`src/hdl/ypr_pkg.sv`:
```
// ============================================================================
// ypr_pkg
// Shared types, codes and the CRC-16/XMODEM byte update for the YMODEM
// packet receiver.
// ============================================================================
package ypr_pkg;

	// input kinds
	localparam logic [1:0] KIND_BYTE    = 2'd0;
	localparam logic [1:0] KIND_TICK    = 2'd1;
	localparam logic [1:0] KIND_RESTART = 2'd2;

	// protocol bytes
	localparam logic [7:0] BYTE_SOH = 8'h01;
	localparam logic [7:0] BYTE_STX = 8'h02;
	localparam logic [7:0] BYTE_EOT = 8'h04;
	localparam logic [7:0] BYTE_ACK = 8'h06;
	localparam logic [7:0] BYTE_NAK = 8'h15;
	localparam logic [7:0] BYTE_REQ = 8'h43;

	localparam logic [15:0] CRC_POLY = 16'h1021;

	// packet framing: block, complement, data, crc high, crc low
	localparam logic [10:0] SMALL_END = 11'd130;   // 128 data bytes + 2
	localparam logic [10:0] LARGE_END = 11'd1026;  // 1024 data bytes + 2

	// event codes
	localparam logic [2:0] EV_NONE   = 3'd0;
	localparam logic [2:0] EV_HEADER = 3'd1;
	localparam logic [2:0] EV_DATA   = 3'd2;
	localparam logic [2:0] EV_BAD    = 3'd3;
	localparam logic [2:0] EV_ERROR  = 3'd4;
	localparam logic [2:0] EV_END    = 3'd5;

	// reported mode codes
	localparam logic [2:0] MC_WAIT_HDR  = 3'd0;
	localparam logic [2:0] MC_WAIT_PKT  = 3'd1;
	localparam logic [2:0] MC_IN_PKT    = 3'd2;
	localparam logic [2:0] MC_AFTER_EOT = 3'd3;
	localparam logic [2:0] MC_ENDED     = 3'd4;
	localparam logic [2:0] MC_ERROR     = 3'd5;

	// register indexes
	localparam logic [1:0] REG_RETRY   = 2'd0;
	localparam logic [1:0] REG_TIMEOUT = 2'd1;
	localparam logic [1:0] REG_ERRLIM  = 2'd2;

	localparam logic [23:0] RETRY_RST   = 24'd1000000;
	localparam logic [23:0] TIMEOUT_RST = 24'd10000000;
	localparam logic [3:0]  ERRLIM_RST  = 4'd10;

	// result queue
	localparam int OUT_DEPTH = 4;
	localparam int PTR_W     = $clog2(OUT_DEPTH);
	localparam int CNT_W     = $clog2(OUT_DEPTH + 1);

	typedef enum logic [5:0] {
		M_WAIT_HDR  = 6'b000001,
		M_WAIT_PKT  = 6'b000010,
		M_IN_PKT    = 6'b000100,
		M_AFTER_EOT = 6'b001000,
		M_ENDED     = 6'b010000,
		M_ERROR     = 6'b100000
	} mode_t;

	typedef struct packed {
		logic [23:0] retry_interval;
		logic [23:0] packet_timeout;
		logic [3:0]  error_limit;
	} cfg_t;

	typedef struct packed {
		logic       tx_valid;
		logic [7:0] tx_byte;
		logic       payload_valid;
		logic [7:0] payload_byte;
		logic [9:0] payload_index;
		logic [2:0] event_code;
		logic [2:0] mode_now;
		logic       last;
	} res_t;

	typedef struct packed {
		logic vld;
		logic two;
		res_t r0;
		res_t r1;
	} push_t;

	function automatic logic [15:0] crc_byte(input logic [15:0] crc_in, input logic [7:0] b);
		logic [15:0] c;
		c = crc_in ^ {b, 8'h00};
		for (int i = 0; i < 8; i++) begin
			c = c[15] ? ({c[14:0], 1'b0} ^ CRC_POLY) : {c[14:0], 1'b0};
		end
		return c;
	endfunction

	function automatic logic [2:0] mode_code(input mode_t m);
		logic [2:0] c;
		unique case (m)
			M_WAIT_HDR:  c = MC_WAIT_HDR;
			M_WAIT_PKT:  c = MC_WAIT_PKT;
			M_IN_PKT:    c = MC_IN_PKT;
			M_AFTER_EOT: c = MC_AFTER_EOT;
			M_ENDED:     c = MC_ENDED;
			M_ERROR:     c = MC_ERROR;
			default:     c = MC_ERROR;
		endcase
		return c;
	endfunction

endpackage

```
`src/hdl/ypr_core.sv`:
```
// ============================================================================
// ypr_core
// Input register and protocol state; while the result queue has room, one
// item is decoded per cycle into one or two result records.
// ============================================================================
module ypr_core
	import ypr_pkg::*;
(
	input  logic       clk,
	input  logic       arst_n,
	input  cfg_t       cfg,
	input  logic       in_valid,
	output logic       in_ready,
	input  logic [1:0] kind,
	input  logic [7:0] rx_byte,
	input  logic       room,
	output push_t      push
);

	logic        vld_s1;
	logic [1:0]  kind_s1;
	logic [7:0]  byte_s1;
	logic        adv;

	mode_t       mode_q, mode_d;
	logic        hdr_pkt_q, hdr_pkt_d;
	logic        large_q, large_d;
	logic [10:0] pos_q, pos_d;
	logic [7:0]  exp_blk_q, exp_blk_d;
	logic [7:0]  got_blk_q, got_blk_d;
	logic        hdr_bad_q, hdr_bad_d;
	logic [15:0] crc_q, crc_d;
	logic [15:0] rcrc_q, rcrc_d;
	logic [3:0]  bad_cnt_q, bad_cnt_d;
	logic [23:0] req_tmr_q, req_tmr_d;
	logic        req_en_q, req_en_d;
	logic [23:0] dl_tmr_q, dl_tmr_d;

	logic        start_pkt, start_hdr, start_large, two;
	logic [10:0] end_pos;
	logic [15:0] rcrc_full;
	logic [10:0] data_idx;
	logic        ok;
	res_t        r0, r1;

	assign adv      = vld_s1 & room;
	assign in_ready = ~vld_s1 | room;

	always_ff @(posedge clk or negedge arst_n) begin
		if (!arst_n) begin
			vld_s1 <= 1'b0;
		end else if (in_ready) begin
			vld_s1 <= in_valid;
		end
	end

	always_ff @(posedge clk) begin
		if (in_ready && in_valid) begin
			kind_s1 <= kind;
			byte_s1 <= rx_byte;
		end
	end

	assign end_pos   = large_q ? LARGE_END : SMALL_END;
	assign rcrc_full = {rcrc_q[15:8], byte_s1};
	assign data_idx  = pos_q - 11'd2;
	assign ok        = ~hdr_bad_q && (rcrc_full == crc_q) && (hdr_pkt_q || got_blk_q == exp_blk_q);

	always_comb begin
		mode_d      = mode_q;
		hdr_pkt_d   = hdr_pkt_q;
		large_d     = large_q;
		pos_d       = pos_q;
		exp_blk_d   = exp_blk_q;
		got_blk_d   = got_blk_q;
		hdr_bad_d   = hdr_bad_q;
		crc_d       = crc_q;
		rcrc_d      = rcrc_q;
		bad_cnt_d   = bad_cnt_q;
		req_tmr_d   = req_tmr_q;
		req_en_d    = req_en_q;
		dl_tmr_d    = dl_tmr_q;
		start_pkt   = 1'b0;
		start_hdr   = 1'b0;
		start_large = 1'b0;
		two         = 1'b0;
		r0          = '0;
		r1          = '0;

		unique case (kind_s1)
			KIND_RESTART: begin
				mode_d    = M_WAIT_HDR;
				hdr_pkt_d = 1'b1;
				large_d   = 1'b0;
				pos_d     = '0;
				got_blk_d = '0;
				hdr_bad_d = 1'b0;
				crc_d     = '0;
				rcrc_d    = '0;
				bad_cnt_d = '0;
				req_tmr_d = '0;
				req_en_d  = 1'b1;
				dl_tmr_d  = '0;
			end
			KIND_TICK: begin
				if ((mode_q == M_WAIT_HDR || mode_q == M_WAIT_PKT) && req_en_q) begin
					if (req_tmr_q == '0) begin
						r0.tx_valid = 1'b1;
						r0.tx_byte  = BYTE_REQ;
						req_tmr_d   = cfg.retry_interval;
					end else begin
						req_tmr_d = req_tmr_q - 24'd1;
					end
				end else if (mode_q == M_IN_PKT || mode_q == M_AFTER_EOT) begin
					if (dl_tmr_q == '0) begin
						r0.event_code = EV_ERROR;
						mode_d        = M_ERROR;
					end else begin
						dl_tmr_d = dl_tmr_q - 24'd1;
					end
				end
			end
			KIND_BYTE: begin
				unique case (mode_q)
					M_WAIT_HDR: begin
						if (byte_s1 == BYTE_SOH) begin
							start_pkt = 1'b1;
							start_hdr = 1'b1;
						end
					end
					M_WAIT_PKT: begin
						if (byte_s1 == BYTE_SOH) begin
							start_pkt = 1'b1;
						end else if (byte_s1 == BYTE_STX) begin
							start_pkt   = 1'b1;
							start_large = 1'b1;
						end else if (byte_s1 == BYTE_EOT) begin
							r0.tx_valid = 1'b1;
							r0.tx_byte  = BYTE_NAK;
							req_en_d    = 1'b0;
							dl_tmr_d    = cfg.packet_timeout;
							mode_d      = M_AFTER_EOT;
						end
					end
					M_AFTER_EOT: begin
						if (byte_s1 == BYTE_EOT) begin
							r0.tx_valid   = 1'b1;
							r0.tx_byte    = BYTE_ACK;
							r0.event_code = EV_END;
							mode_d        = M_ENDED;
						end
					end
					M_IN_PKT: begin
						pos_d = pos_q + 11'd1;
						if (pos_q == 11'd0) begin
							got_blk_d = byte_s1;
						end else if (pos_q == 11'd1) begin
							hdr_bad_d = (byte_s1 != ~got_blk_q);
						end else if (pos_q < end_pos) begin
							crc_d            = crc_byte(crc_q, byte_s1);
							r0.payload_valid = 1'b1;
							r0.payload_byte  = byte_s1;
							r0.payload_index = data_idx[9:0];
						end else if (pos_q == end_pos) begin
							rcrc_d = {byte_s1, 8'h00};
						end else begin
							rcrc_d      = rcrc_full;
							pos_d       = '0;
							r0.tx_valid = 1'b1;
							if (ok) begin
								r0.tx_byte = BYTE_ACK;
								mode_d     = M_WAIT_PKT;
								if (hdr_pkt_q) begin
									r0.event_code = EV_HEADER;
									exp_blk_d     = 8'd1;
									req_en_d      = 1'b1;
									req_tmr_d     = '0;
								end else begin
									r0.event_code = EV_DATA;
									exp_blk_d     = exp_blk_q + 8'd1;
								end
							end else begin
								r0.tx_byte    = BYTE_NAK;
								r0.event_code = EV_BAD;
								if (bad_cnt_q != 4'hF) begin
									bad_cnt_d = bad_cnt_q + 4'd1;
								end
								mode_d = hdr_pkt_q ? M_WAIT_HDR : M_WAIT_PKT;
								if (bad_cnt_q > cfg.error_limit) begin
									r1.event_code = EV_ERROR;
									mode_d        = M_ERROR;
									two           = 1'b1;
								end
							end
						end
					end
					M_ENDED, M_ERROR: begin
					end
					default: begin
					end
				endcase
			end
			default: begin
			end
		endcase

		// open a new packet frame
		if (start_pkt) begin
			mode_d    = M_IN_PKT;
			hdr_pkt_d = start_hdr;
			large_d   = start_large;
			pos_d     = '0;
			crc_d     = '0;
			rcrc_d    = '0;
			got_blk_d = '0;
			hdr_bad_d = 1'b0;
			req_en_d  = 1'b0;
			dl_tmr_d  = cfg.packet_timeout;
		end

		r0.mode_now = mode_code(mode_d);
		r1.mode_now = mode_code(mode_d);
		r0.last     = ~two;
		r1.last     = 1'b1;
	end

	always_ff @(posedge clk or negedge arst_n) begin
		if (!arst_n) begin
			mode_q    <= M_WAIT_HDR;
			hdr_pkt_q <= 1'b1;
			large_q   <= 1'b0;
			pos_q     <= '0;
			exp_blk_q <= '0;
			got_blk_q <= '0;
			hdr_bad_q <= 1'b0;
			crc_q     <= '0;
			rcrc_q    <= '0;
			bad_cnt_q <= '0;
			req_tmr_q <= '0;
			req_en_q  <= 1'b1;
			dl_tmr_q  <= '0;
		end else if (adv) begin
			mode_q    <= mode_d;
			hdr_pkt_q <= hdr_pkt_d;
			large_q   <= large_d;
			pos_q     <= pos_d;
			exp_blk_q <= exp_blk_d;
			got_blk_q <= got_blk_d;
			hdr_bad_q <= hdr_bad_d;
			crc_q     <= crc_d;
			rcrc_q    <= rcrc_d;
			bad_cnt_q <= bad_cnt_d;
			req_tmr_q <= req_tmr_d;
			req_en_q  <= req_en_d;
			dl_tmr_q  <= dl_tmr_d;
		end
	end

	assign push.vld = adv;
	assign push.two = two;
	assign push.r0  = r0;
	assign push.r1  = r1;

endmodule

```
`src/hdl/ypr_out_fifo.sv`:
```
// ============================================================================
// ypr_out_fifo
// Small result queue; takes one or two records per cycle, hands out one beat.
// ============================================================================
module ypr_out_fifo
	import ypr_pkg::*;
(
	input  logic  clk,
	input  logic  arst_n,
	input  push_t push,
	output logic  room,
	output logic  out_valid,
	input  logic  out_ready,
	output res_t  head
);

	res_t             mem_q [OUT_DEPTH];
	logic [PTR_W-1:0] wr_ptr_q;
	logic [PTR_W-1:0] rd_ptr_q;
	logic [CNT_W-1:0] cnt_q;
	logic [PTR_W-1:0] wr_ptr_nx;
	logic             pop;
	logic [CNT_W-1:0] n_in;

	assign wr_ptr_nx = wr_ptr_q + PTR_W'(1);
	assign pop       = out_valid & out_ready;
	assign n_in      = push.vld ? (push.two ? CNT_W'(2) : CNT_W'(1)) : CNT_W'(0);
	assign room      = cnt_q <= CNT_W'(OUT_DEPTH - 2);
	assign out_valid = cnt_q != '0;
	assign head      = mem_q[rd_ptr_q];

	always_ff @(posedge clk) begin
		if (push.vld) begin
			mem_q[wr_ptr_q] <= push.r0;
			if (push.two) begin
				mem_q[wr_ptr_nx] <= push.r1;
			end
		end
	end

	always_ff @(posedge clk or negedge arst_n) begin
		if (!arst_n) begin
			wr_ptr_q <= '0;
			rd_ptr_q <= '0;
			cnt_q    <= '0;
		end else begin
			wr_ptr_q <= wr_ptr_q + PTR_W'(n_in);
			if (pop) begin
				rd_ptr_q <= rd_ptr_q + PTR_W'(1);
			end
			cnt_q <= cnt_q + n_in - CNT_W'(pop);
		end
	end

endmodule

```
`src/hdl/ymodem_packet_receiver_unit.sv`:
```
// ============================================================================
// ymodem_packet_receiver_unit
// YMODEM-CRC receiver: frames SOH/STX packets, streams payload, answers
// ACK/NAK/'C' and reports protocol events.
// ============================================================================
// One input beat (a received byte, a timer tick or a restart) is taken per
// clock while the result queue has room. Each beat lands in an input
// register, is decoded combinationally against the protocol state (the
// CRC-16/XMODEM byte update is eight XOR steps of logic) and leaves one
// result record, or two when a bad packet arrives with the bad count already
// above error_limit, in a four-entry result queue. Results leave at one beat
// per cycle while out_ready is high; an item with two results takes two
// output beats, and the input stalls only while the queue holds more than
// two records. Registers sit at byte addresses 0 (retry_interval), 4
// (packet_timeout) and 8 (error_limit) and take effect on the next item;
// write them only when the block is idle.
// ============================================================================
module ymodem_packet_receiver_unit
	import ypr_pkg::*;
(
	input  logic        clk,
	input  logic        arst_n,
	// configuration port
	input  logic        psel,
	input  logic        penable,
	input  logic        pwrite,
	input  logic [3:0]  paddr,
	input  logic [31:0] pwdata,
	output logic [31:0] prdata,
	output logic        pready,
	// input channel
	input  logic        in_valid,
	output logic        in_ready,
	input  logic [1:0]  kind,
	input  logic [7:0]  rx_byte,
	// result channel
	output logic        out_valid,
	input  logic        out_ready,
	output logic        tx_valid,
	output logic [7:0]  tx_byte,
	output logic        payload_valid,
	output logic [7:0]  payload_byte,
	output logic [9:0]  payload_index,
	output logic [2:0]  event_code,
	output logic [2:0]  mode_now,
	output logic        last
);

	cfg_t  cfg_q;
	logic  cfg_wr;
	logic  room;
	push_t push;
	res_t  head;

	// Register file: write in the access phase, never wait.
	assign pready = 1'b1;
	assign cfg_wr = psel & penable & pwrite;

	always_ff @(posedge clk or negedge arst_n) begin
		if (!arst_n) begin
			cfg_q.retry_interval <= RETRY_RST;
			cfg_q.packet_timeout <= TIMEOUT_RST;
			cfg_q.error_limit    <= ERRLIM_RST;
		end else if (cfg_wr) begin
			unique case (paddr[3:2])
				REG_RETRY:   cfg_q.retry_interval <= pwdata[23:0];
				REG_TIMEOUT: cfg_q.packet_timeout <= pwdata[23:0];
				REG_ERRLIM:  cfg_q.error_limit    <= pwdata[3:0];
				default: begin
				end
			endcase
		end
	end

	always_comb begin
		unique case (paddr[3:2])
			REG_RETRY:   prdata = {8'h00, cfg_q.retry_interval};
			REG_TIMEOUT: prdata = {8'h00, cfg_q.packet_timeout};
			REG_ERRLIM:  prdata = {28'h0, cfg_q.error_limit};
			default:     prdata = '0;
		endcase
	end

	// Decode one beat per cycle; hold the input while the queue is nearly full.
	ypr_core u_core (
		.clk      (clk),
		.arst_n   (arst_n),
		.cfg      (cfg_q),
		.in_valid (in_valid),
		.in_ready (in_ready),
		.kind     (kind),
		.rx_byte  (rx_byte),
		.room     (room),
		.push     (push)
	);

	// Queue results so a stalled consumer does not stop the decoder at once.
	ypr_out_fifo u_out_fifo (
		.clk       (clk),
		.arst_n    (arst_n),
		.push      (push),
		.room      (room),
		.out_valid (out_valid),
		.out_ready (out_ready),
		.head      (head)
	);

	assign tx_valid      = head.tx_valid;
	assign tx_byte       = head.tx_byte;
	assign payload_valid = head.payload_valid;
	assign payload_byte  = head.payload_byte;
	assign payload_index = head.payload_index;
	assign event_code    = head.event_code;
	assign mode_now      = head.mode_now;
	assign last          = head.last;

endmodule
```
`config.mk`:
```
export PLATFORM = sky130hd
export DESIGN_NAME = ymodem_packet_receiver_unit
export DESIGN_NICKNAME = d
export VERILOG_FILES = /design/src/hdl/ypr_pkg.sv /design/src/hdl/ypr_core.sv /design/src/hdl/ypr_out_fifo.sv /design/src/hdl/ymodem_packet_receiver_unit.sv
export SDC_FILE = /design/constraint.sdc
export NUM_CORES = 1
export LEC_CHECK = 0
export BUFFER_PORTS_ARGS = -buffer_cell sky130_fd_sc_hd__buf_2
export CORE_MARGIN = 4
export CORE_UTILIZATION = 64
export DETAILED_ROUTE_END_ITERATION = 12
export GPL_TIMING_DRIVEN = 1
export HOLD_SLACK_MARGIN = 0.15
export PLACE_DENSITY = 0.82
export SLEW_MARGIN = 10
export SYNTH_ARGS = -nofsm -noshare
export SYNTH_HDL_FRONTEND = slang
export SYNTH_SLANG_ARGS = --single-unit
```
`constraint.sdc`:
```
create_clock -name clk -period 6.8 [get_ports clk]
set_input_delay 0.34 -clock clk [delete_from_list [all_inputs] [get_ports clk]]
set_output_delay 0.34 -clock clk [all_outputs]
set_load 0.1 [all_outputs]
```
# ---- Word-level counts from Yosys, hierarchy flattened
# Memories as Yosys holds them, arrays and structs flattened.
# Index checks and enable logic that the tools add are counted.
dict set report word_totals {
  n_memories 1
  elab_cells 308
  input_bits 53
  ram_bits 140
  regBits 183
}
# memory depth width read_ports rd_ports_with_merged_regs write_ports line_no
set memory_table {}
lappend memory_table {u_out_fifo.mem_q 4 35 1 0 2 ypr_out_fifo.sv:17} ;# res_t mem_q [OUT_DEPTH];
dict set report classes {
  order_cmp 3
  n_eq_ne 57
  bitwise_logic 22
  mux 160
  n_addsub 11
  n_reduce_logical 32
}
# operator count
set ops {}
lappend ops {{two-way mux 24 bit} 17}
lappend ops {{one-hot mux 24 bit (3 select lines)} 3}
lappend ops {{two-way mux 16 bit} 11}
lappend ops {{two-way mux 13 bit} 8}
lappend ops {{two-way mux 6 bit} 14}
lappend ops {{two-way mux 11 bit} 7}
lappend ops {{two-way mux 9 bit} 8}
lappend ops {{one-hot mux 16 bit (2 select lines)} 2}
lappend ops {{two-way mux 31 bit} 2}
lappend ops {{two-way mux 19 bit} 3}
lappend ops {{zero test 24 bit} 2}
lappend ops {{subtractor 24 x 1 -> 24 bit, second input constant} 2}
lappend ops {{two-way mux 3 bit} 15}
lappend ops {{two-way mux 1 bit} 40}
lappend ops {{one-hot mux 6 bit (3 select lines)} 2}
lappend ops {{two-way mux 8 bit} 4}
lappend ops {{two-way mux 4 bit} 7}
lappend ops {{!= test 4 x 3 -> 1 bit, second input constant} 7}
lappend ops {{one-hot mux 9 bit (3 select lines)} 1}
lappend ops {{!= test 3 x 1 -> 1 bit, second input constant} 8}
lappend ops {{NOT 3 bit} 8}
lappend ops {{one-hot mux 11 bit (2 select lines)} 1}
lappend ops {{!= test 3 x 2 -> 1 bit, second input constant} 7}
lappend ops {{one-hot mux 9 bit (2 select lines)} 1}
lappend ops {{60 further kinds} 105}

# ---- Depth between registers and ports, before layout
dict set report logic_depth {
  depth_word 23
  mapped_depth 14
  depth_no_buf 13
}

# ---- Hierarchy
# A second synthesis with hierarchy kept.
dict set report hier_totals {
  cells_unflattened 1574
  area_unflattened_um2 18445.2
}
# mod seq_area_each_um2 n_inst cells_per_inst area_per_inst_um2
set by_module_without_submodules {}
lappend by_module_without_submodules {ypr_core 3156.8 1 1008 8548.2}
lappend by_module_without_submodules {ypr_out_fifo 4379.2 1 383 7379.6}
lappend by_module_without_submodules {ymodem_packet_receiver_unit 1322.5 1 183 2517.4}

# ---- Worst setup path after synthesis
# OpenSTA, ideal clock, no wires.
dict set report synth_path {
  path_kind {input port to output port}
  from {input paddr[2]}
  to {output prdata[0]}
  arrival_ps 2896
  slack_ps 3564
  n_path_buf 1
  required_time_ps 6460
  cell_stages 3
  cell_sequence {clkbuf_1 mux2i_1 o21ai_0}
}
dict set report synth_between {
  elab_chain_len 2
  elab_cells_between_ends 4
}
# element line_no
set synth_lines {}
lappend synth_lines {{start, declared} ymodem_packet_receiver_unit.sv:27} ;# input logic [3:0] paddr,
lappend synth_lines {{equality test 2 bit (tied with other cells)} ymodem_packet_receiver_unit.sv:76} ;# unique case (paddr[3:2])
lappend synth_lines {{one-hot mux 24 bit (3 select lines) *} ymodem_packet_receiver_unit.sv:76}
lappend synth_lines {{end, declared} ymodem_packet_receiver_unit.sv:29} ;# output logic [31:0] prdata,
# Mark *: on every way between the ends. The rest lies on a longest branch, timed or not.

==> out/results.ini <==
[timing]
rsz0062_at_grt=no
post-route-min-period_ns=4.177
max_freq_ghz=0.2394
tightest_slew_ns=1.230
relSlewSlack=0.1778
finClkSkew_ns=0.01084
drv_slew=0
setup_viol=0
setup-tns-final_ns=0
min_period_over_period=0.6143
hold_viol=0

[global_route]
grt_start_max_net_pins=96
grt_pass1_wl_um=65430
met1_usage=0.3989
antenna_found_initial=0
grt_overflow=0
busiest_layer=met2
first_global_vias=12800
grtUsageMet2=0.4998
track_usage=0.2955
grtUsageMet3=0.04218

[route]
wl_um=39920
drt_pass1_iterations=6
drt_iter0_markers=1253
num_vias=12910
remaining_drc_errors=0
vias_per_cell=6.321
drtAntennaViolNets=0
wl_per_cell_um=19.55

[synthesis]
ys_seq_elements=311
synth-async-reset-ratio=0.5563
syn_inst=1608
postSynthAreaPerCell_um2=9.795
yosys_warnings=0
ys_seq_area_frac=0.4684
synth-edff-count=26
synth_area_um2=15750
ys.flop_type=dfrtp_1
ys_types=80

[final_layout]
drive_gt1_frac=0.1822
syn2layout_area_growth_pct=12.98
fin_nets=1768
final_common_cell=nand2_1
fin_cells=2042
mostFrequentLayoutCells=nand2_1, dfrtp_1, nor2_1
diodes=0
fillers=1670

[die]
coreArea_um2=24250
die_w_um=164.9
std_cell_rows=57
dieArea_um2=27180
start_util=0.6495
io_pins=123
die_height_um=164.9

[placed_design]
numPortBuffers=100
post-dp-hpwl_um=26390
dp.cells=1948
gp_congestion=0.9250

[clocking]
clk_latency_ns=0.56
cts_resized=0
numClockSinks=311
clock_path_buffers=3
path_clk_slew_ns=0.07
cts_htree_levels=1
cts_buffers=31
clock-root-buffer=clkbuf_16
cts_tree=done

[critical_path]
worst_setup_path_end_kind=flop
crit_fanout=16
start_kind=flop
worstSetupPathType=reg2reg
required_ns=7.09
cp_data_arrival_time_ns=4.47

[min_path]
hp-class=in2reg

[power]
power_frac_clock=0.265
power.density_nw_per_um2=382.8
leakagePower_nw=7.444
switching_power_mw=2.747
seqPwrFrac=0.394
swShare=0.4032
combPwrFrac=0.342
ir_drop_uv=345.5
internal_power_mw=4.066

[run_status]
outcome=completed

[run]
max-cap-violations=0

==> power by group through the flow <==
| stage | Combinational, mW | Sequential, mW | Clock, mW |
|---|---|---|---|
| 6_report | 2.33 | 2.68 | 1.80 |
| 4_1_cts | 2.31 | 2.67 | 1.81 |
| 5_1_grt | 2.54 | 2.73 | 1.89 |
| 3_5_place_dp | 2.28 | 2.70 | 0 |
| 3_3_place_gp | 2.21 | 2.67 | 0 |
| 2_1_floorplan | 1.95 | 2.46 | 0 |
==> per-stage QoR <==
stage,cell area [um2],power (mW),util,setup WS (ns),hold WS [ns]
6_report,17790,6.812,0.7338,2.623,0.3379
5_1_grt,17790,7.162,0.7338,2.335,0.3818
4_1_cts,17790,6.794,0.7338,2.652,0.2789
3_5_place_dp,16340,4.979,0.6738,2.644,0.4325
3_3_place_gp,16340,4.884,0.6738,2.764,0.4205
2_1_floorplan,15790,4.411,-,3.564,0.04441
==> routing by layer <==
layer | routed length (um) | part of all wire | vias up
met5 | 0 | 0 | -
met4 | 1009 | 0.025 | 0
met3 | 2656 | 0.067 | 98
met2 | 19660 | 0.49 | 531
met1 | 16590 | 0.42 | 6335
li1 | - | - | 5943
==> path summary, 6_finish.rpt <==
check	startpoint	endpoint	slack (ns)	cells past startpoint
setup / recovery	u_core.byte_s1[1]$_DFFE_PP_	u_out_fifo.mem_q[2][3]$_DFFE_PP_	2.62	10
hold / removal	pwrite	cfg_q[3]$_DFFE_PN1P_	0.34	5
setup reg to reg	u_core.byte_s1[1]$_DFFE_PP_	u_out_fifo.mem_q[2][3]$_DFFE_PP_	2.62	10
hold reg to reg	u_out_fifo.mem_q[1][25]$_SDFFE_PP0P_	u_out_fifo.mem_q[1][25]$_SDFFE_PP0P_	0.45	2
max in group asynchronous	arst_n	u_core.crc_q[8]$_DFFE_PN0P_	4.81	3
min in group asynchronous	arst_n	u_core.req_tmr_q[10]$_DFFE_PN0P_	0.46	2
==> cells in the mapped netlist, types with 32 or more instances <==
| cell type | n | area, um2 |
|---|---|---|
| o21ai_0 | 119 | 595.6 |
| nand2_1 | 163 | 611.8 |
| mux2_2 | 50 | 563.0 |
| xnor2_1 | 50 | 437.9 |
| dfrtp_1 | 153 | 3829 |
| nor2_1 | 132 | 495.5 |
| a21oi_1 | 79 | 395.4 |
| o21ai_1 | 49 | 245.2 |
| dfxtp_1 | 112 | 2242 |
| a22o_1 | 69 | 604.3 |
| nand3_1 | 38 | 190.2 |
| inv_1 | 42 | 157.7 |
| mux4_2 | 32 | 720.7 |
| clkbuf_1 | 61 | 229.0 |
| xor2_1 | 34 | 297.8 |
==> kinds of logic after synthesis <==
kind of cell | Yosys count | share of synthesized area
simple gates | 502 | 0.1537
compound gates | 425 | 0.1721
flops | 311 | 0.4684
buf+inv | 153 | 0.04218
mux | 110 | 0.09930
xor+xnor | 84 | 0.04671
fa+ha+maj | 21 | 0.01716
other cells | 2 | 0.0004768
==> flip-flops by register name (all words and copies together), names as in the netlist <==
signal	flops
cfg_q	52
u_out_fifo.rd_ptr_q	2
u_out_fifo.wr_ptr_q	2
u_core.dl_tmr_q	24
u_core.mode_q	6
u_core.pos_q	11
u_core.got_blk_q	8
u_core.crc_q	16
u_core.req_en_q	1
u_core.req_tmr_q	24
u_core.rcrc_q	8
u_core.hdr_pkt_q	1
u_core.kind_s1	2
u_out_fifo.mem_q	128
u_core.byte_s1	8
u_out_fifo.cnt_q	3
u_core.large_q	1
u_core.vld_s1	1
u_core.bad_cnt_q	4
u_core.exp_blk_q	8
u_core.hdr_bad_q	1
==> final cells by class <==
type	count	area (um2)	area share
clock buffers	41	904.6	0.05084
clock inverters	16	180.2	0.01013
inverters	43	161.4	0.009070
multi-input cells	1154	7767	0.4365
flip-flops and latches	311	7378	0.4146
well taps	324	405.4	0.02278
repair buffers	153	997.2	0.05604
==> what timing repair did <==
item / 4_1_cts / 5_1_grt
setup buffers: 0 / 0
hold buffers: 37 / 0
endpoints found under the hold margin: 145 / 0
==> worst max-delay path, stage by stage, from the launching register on <==
cell	delay, ns
edfxtp_1	0.70
xnor2_1	0.19
nand4_1	0.12
nor4_2	0.57
o211ai_1	0.42
and4_1	0.49
a21oi_2	0.74
buf_4	0.36
inv_1	0.16
nand2_1	0.10
o31ai_1	0.06
(Power assumes the default switching activity.)
